==> src/ezr_pkg.sv <==
// ----------------------------------------------------------------------------
// ezr_pkg: shared types and constants for the zyx euler rotation matrix
// cordic arctangent table, datapath widths and the fixed-point helpers
// ----------------------------------------------------------------------------
package ezr_pkg;

  localparam int ANGLE_BITS   = 16;
  localparam int FRAC_BITS    = 14;
  localparam int OUT_BITS     = 16;
  localparam int CORDIC_STEPS = 30;
  localparam int DW           = 34;  // q2.30 plus guard bits for the cordic
  localparam int ZW           = 33;
  localparam int SHIFT_BITS   = 5;
  localparam int CW           = 34;  // width of a product result held in q2.30
  localparam int SW           = 36;  // width of a sum of two products

  localparam logic signed [DW-1:0] CORDIC_GAIN = DW'(652032874);

  function automatic logic signed [ZW-1:0] atan_turn(input logic [SHIFT_BITS-1:0] i);
    logic signed [ZW-1:0] r;
    case (i)
      5'd0:  r = ZW'(536870912);
      5'd1:  r = ZW'(316933406);
      5'd2:  r = ZW'(167458907);
      5'd3:  r = ZW'(85004756);
      5'd4:  r = ZW'(42667331);
      5'd5:  r = ZW'(21354465);
      5'd6:  r = ZW'(10679838);
      5'd7:  r = ZW'(5340245);
      5'd8:  r = ZW'(2670163);
      5'd9:  r = ZW'(1335087);
      5'd10: r = ZW'(667544);
      5'd11: r = ZW'(333772);
      5'd12: r = ZW'(166886);
      5'd13: r = ZW'(83443);
      5'd14: r = ZW'(41722);
      5'd15: r = ZW'(20861);
      5'd16: r = ZW'(10430);
      5'd17: r = ZW'(5215);
      5'd18: r = ZW'(2608);
      5'd19: r = ZW'(1304);
      5'd20: r = ZW'(652);
      5'd21: r = ZW'(326);
      5'd22: r = ZW'(163);
      5'd23: r = ZW'(81);
      5'd24: r = ZW'(41);
      5'd25: r = ZW'(20);
      5'd26: r = ZW'(10);
      5'd27: r = ZW'(5);
      5'd28: r = ZW'(3);
      5'd29: r = ZW'(1);
      default: r = '0;
    endcase
    return r;
  endfunction

  // (a*b + 2^29) >>> 30, operands at most about 2^30 in magnitude
  function automatic logic signed [CW-1:0] mul30(input logic signed [CW-1:0] a,
                                                 input logic signed [CW-1:0] b);
    logic signed [2*CW-1:0] p;
    p = a * b + (2*CW)'(64'sd1 <<< 29);
    return CW'(p >>> 30);
  endfunction

  function automatic logic signed [OUT_BITS-1:0] finish(input logic signed [SW-1:0] v);
    logic signed [SW-1:0] r;
    logic signed [SW-1:0] lim;
    lim = SW'(64'sd1 <<< FRAC_BITS);
    if (30 - FRAC_BITS > 0) r = (v + SW'(64'sd1 <<< (29 - FRAC_BITS))) >>> (30 - FRAC_BITS);
    else r = v;
    if (r > lim) r = lim;
    if (r < -lim) r = -lim;
    return OUT_BITS'(r);
  endfunction

  typedef struct packed {
    logic signed [DW-1:0] x;
    logic signed [DW-1:0] y;
    logic signed [ZW-1:0] z;
    logic                 flip;
  } ezr_rot_t;

  typedef struct packed {
    ezr_rot_t r;
    ezr_rot_t p;
    ezr_rot_t w;
  } ezr_trio_t;

endpackage

==> src/ezr_cell.sv <==
// ----------------------------------------------------------------------------
// ezr_cell: one cordic micro-rotation stage for three angles
// shifts by a fixed step index and hands the vectors to the next cell
// ----------------------------------------------------------------------------
module ezr_cell (
  input  logic                     clk,
  input  logic                     en,
  input  logic [4:0]               step,
  input  ezr_pkg::ezr_trio_t       din,
  output ezr_pkg::ezr_trio_t       dout
);
  import ezr_pkg::*;

  function automatic ezr_rot_t rot(input ezr_rot_t a, input logic [SHIFT_BITS-1:0] s);
    ezr_rot_t o;
    logic signed [DW-1:0] dx;
    logic signed [DW-1:0] dy;
    logic signed [ZW-1:0] t;
    dx = a.y >>> s;
    dy = a.x >>> s;
    t  = atan_turn(s);
    o  = a;
    if (!a.z[ZW-1]) begin
      o.x = a.x - dx; o.y = a.y + dy; o.z = a.z - t;
    end else begin
      o.x = a.x + dx; o.y = a.y - dy; o.z = a.z + t;
    end
    return o;
  endfunction

  always_ff @(posedge clk) begin
    if (en) begin
      dout.r <= rot(din.r, step);
      dout.p <= rot(din.p, step);
      dout.w <= rot(din.w, step);
    end
  end
endmodule

==> config.mk <==
export PLATFORM = sky130hd
export DESIGN_NAME = ezr_cell
export DESIGN_NICKNAME = d
export VERILOG_FILES = /design/src/ezr_pkg.sv /design/src/ezr_cell.sv
export SDC_FILE = /design/constraint.sdc
export NUM_CORES = 2
export LEC_CHECK = 0
export ABC_AREA = 1
export BUFFER_PORTS_ARGS = -buffer_cell sky130_fd_sc_hd__buf_2
export CAP_MARGIN = 20
export CORE_MARGIN = 4
export CORE_UTILIZATION = 35
export DETAILED_ROUTE_END_ITERATION = 8
export PLACE_DENSITY = 0.51
export SYNTH_ARGS = -nofsm -noshare
export SYNTH_HDL_FRONTEND = slang
export SYNTH_SLANG_ARGS = --single-unit
export TNS_END_PERCENT = 1
==> constraint.sdc <==
create_clock -name clk -period 5.8 [get_ports clk]
set_input_delay 0.58 -clock clk [delete_from_list [all_inputs] [get_ports clk]]
set_output_delay 0.58 -clock clk [all_outputs]
set_load 0.02 [all_outputs]
==> flow_summary.json <==
{
  "rsz0062_at_grt": "false",
  "fmax_ghz": 0.1948,
  "synth_top_area_share": 0.2086,
  "fin_nets": 8261,
  "top_regs": "dout (306)",
  "ys_seq_area_frac": 0.2086,
  "cts.clk_slew.worst_paths_ns": 0.06,
  "setup_tns_ns": 0,
  "drv_cap": 0,
  "portBuffers": 618,
  "critPathCapture": "dout[92]$_DFFE_PP_",
  "num_rows": 129,
  "syn2layout_area_growth_pct": 14.15,
  "num-fill-cells": 13779,
  "met3_usage": 0.03010,
  "grt_overflow": 0,
  "netlist_area_sq_um": 44050,
  "grt_pass1_wl_um": 287400,
  "grt_max_degree": 117,
  "final-setup-viol-count": 0,
  "cts_sinks": 306,
  "synth-edff-count": 306,
  "htreeDepth": 2,
  "top_register": "dout",
  "worst_pin_slew_ns": 0.8814,
  "met2_usage": 0.4686,
  "drt_pass1_iterations": 6,
  "start_kind": "input port",
  "design.die.area_sq_um": 131600,
  "dp_worst_setup_slack_ns": 0.1828,
  "synthXorXnorAreaFrac": 0.08449,
  "cts_buffer_depth": 3,
  "cts_hold_buffers": 0,
  "num_vias": 50259,
  "synth.area.top_cells": "edfxtp_1, nand2_1, nand3_1",
  "multi_input_area_sq_um": 31040,
  "layout_setup_ws_ns": 0.6677,
  "core_region_area_sq_um": 124300,
  "hold_violations": 0,
  "die_h_um": 362.8,
  "design_area_sq_um": 50290,
  "drc": 0,
  "hold_class": "input port to flop",
  "yosys_most_used_dff": "edfxtp_1",
  "worstSetupStartpoint": "step[0]",
  "ff_latch_area_sq_um": 9189,
  "die_w_um": 362.8,
  "powerDensity_nw_per_um2": 266.1,
  "period_share": 0.8849,
  "synth-adder-area-share": 0.09185,
  "status": "complete, no violations",
  "synth_top_family_by_area": "simple AND/OR/NAND/NOR gates",
  "grt_pass1_vias": 46831,
  "relSlewSlack": 0.4124,
  "synth-compound-area-share": 0.1210,
  "dpl_cell_area_sq_um": 48930,
  "hpwl_um": 161800,
  "synth_largest_area_cell": "edfxtp_1",
  "crit_fanout": 47,
  "routedWlPerCell_um": 20.86,
  "synth_cells": 7129,
  "required_ns": 6.13,
  "drive_gt1_frac": 0.1239,
  "gp_congestion": 0.9894,
  "io_pins": 619,
  "routed_via_density": 5.393,
  "peakVddDrop_mv": 0.2444,
  "clockRootBuffer": "clkbuf_16",
  "path_class": "input port to flop",
  "yosysWarnings": 0,
  "drv_slew": 0,
  "ys_async_sr_fraction": 0,
  "start_util": 0.3545,
  "antenna_found_initial": 27,
  "synth.distinct_cells": 62,
  "cts_buffers": 38,
  "syn_avg_cell_area_sq_um": 6.180,
  "post-cts-setup-buffer-count": 0,
  "synth_fp_nets": 7760,
  "yosys.area_share.simple": 0.4064,
  "drt-total-wl_um": 194400,
  "p_leak_nw": 25.24,
  "grt.busiest_layer": "met2",
  "grtUsageTotal": 0.2807,
  "muxShareOfSynthArea": 0,
  "end_kind": "flop",
  "cp.arrival_ns": 5.47,
  "ant_nets": 0,
  "cts-resized-gates": 0,
  "largest_register_ffs": 306,
  "synth_seq_cells": 306,
  "tritoncts": "yes",
  "grtUsageMet1": 0.3821,
  "fin_crit_ns": 5.132,
  "drt_iter0_drc": 4959
}
==> cell families (layout without fill, tap and decap cells) <==
logic type / after synthesis / in the layout
AND/OR/NAND/NOR: 4216 / 4216
AO/OA/AOI/OAI: 939 / 939
flip-flops: 306 / 306
buffers and inverters: 925 / 1456
XOR/XNOR: 425 / 425
other: 0 / 23
adder cells (fa/ha/maj): 318 / 318
==> critical path, stage by stage <==
cell	delay (ns)
buf_6	0.12
inv_6	0.15
buf_12	0.25
buf_4	0.37
nand2_1	0.14
nand3_1	0.11
nand3_1	0.11
nand3_1	0.16
nand3_1	0.08
nand2_1	0.22
inv_2	0.09
ha_1	0.29
nand2_1	0.06
o21ai_0	0.16
fa_1	0.48
nand3_1	0.09
nand2_1	0.08
a21oi_1	0.25
o21ai_0	0.18
a21boi_0	0.48
inv_1	0.08
nand2_1	0.08
nand2_1	0.07
a21boi_0	0.36
o21ai_0	0.16
xor2_1	0.16
==> synthesized netlist by cell type (42+ instances only) <==
cell	instances
nand2_1	2321
nand3_1	1157
inv_1	600
nor2_1	526
a21oi_1	377
ha_1	309
edfxtp_1	306
xor2_1	292
o21ai_0	289
xnor2_1	133
buf_2	101
clkbuf_1	72
inv_2	67
a31oi_1	66
nand4_1	63
buf_1	46
o21a_1	42
==> layer usage <==
metal / wire length (um) / part of all wire
met1: 85310 / 0.44
met2: 89790 / 0.46
met3: 13110 / 0.067
met4: 6142 / 0.032
met5: 28 / 0.00014
==> stage by stage <==
stage | utilization | cells | hold slack (ns) | power, mW
floorplan | - | 7129 | 0.6789 | 8.390
global placement | 0.3937 | 9227 | 0.7588 | 10.87
detailed placement | 0.3937 | 9227 | 0.7686 | 10.83
CTS | 0.4042 | 9297 | 0.1169 | 13.47
global route | 0.4044 | 9309 | 0.1344 | 14.33
finish | 0.4047 | 9320 | 0.1572 | 13.38
==> where the power goes <==
group / internal [mW] / total, mW / switching (mW)
Clock: 1.48 / 2.54 / 1.06
Sequential: 3.29 / 3.45 / 0.165
Combinational: 2.37 / 7.39 / 5.02
Total: 7.14 / 13.4 / 6.24
==> cell usage in the layout (no fill, tap or decap), types with 12 or more instances in the layout <==
master / instances
o211ai_1: 21
nand4_1: 63
xnor2_1: 133
a21boi_0: 22
buf_4: 79
nor2_4: 14
o21ai_0: 289
clkbuf_16: 38
nand2_2: 24
ha_1: 309
nor3_1: 38
inv_2: 67
edfxtp_1: 306
buf_12: 21
a31oi_1: 66
diode_2: 23
nand3_1: 1157
o21bai_1: 12
inv_1: 597
nor2_2: 28
a21o_1: 22
nand2_1: 2321
a21oi_1: 377
buf_2: 612
nor2_1: 523
o21a_1: 42
xor2_1: 292
o21ai_1: 26
o2111ai_1: 14
==> worst min path at each step <==
| stage | from | to | slack, ns | cells past startpoint |
|---|---|---|---|---|
| detailed placement | din[204] | dout[204]$_DFFE_PP_ | 0.77 | 1 |
| CTS | din[102] | dout[102]$_DFFE_PP_ | 0.12 | 1 |
| global route | din[204] | dout[204]$_DFFE_PP_ | 0.13 | 1 |
| finish | din[102] | dout[102]$_DFFE_PP_ | 0.16 | 1 |
| floorplan | din[0] | dout[0]$_DFFE_PP_ | 0.68 | 0 |
| global placement | din[102] | dout[102]$_DFFE_PP_ | 0.76 | 1 |
==> cell type report <==
type	count	area share
Multi-Input combinational cell	5898	0.6172
Clock buffer	45	0.01943
Timing Repair Buffer	716	0.08203
Inverter	670	0.05041
Sequential cell	306	0.1827
Antenna cell	23	0.001144
Clock inverter	25	0.006394
Tap cell	1637	0.04073
(Power assumes the default switching activity.)
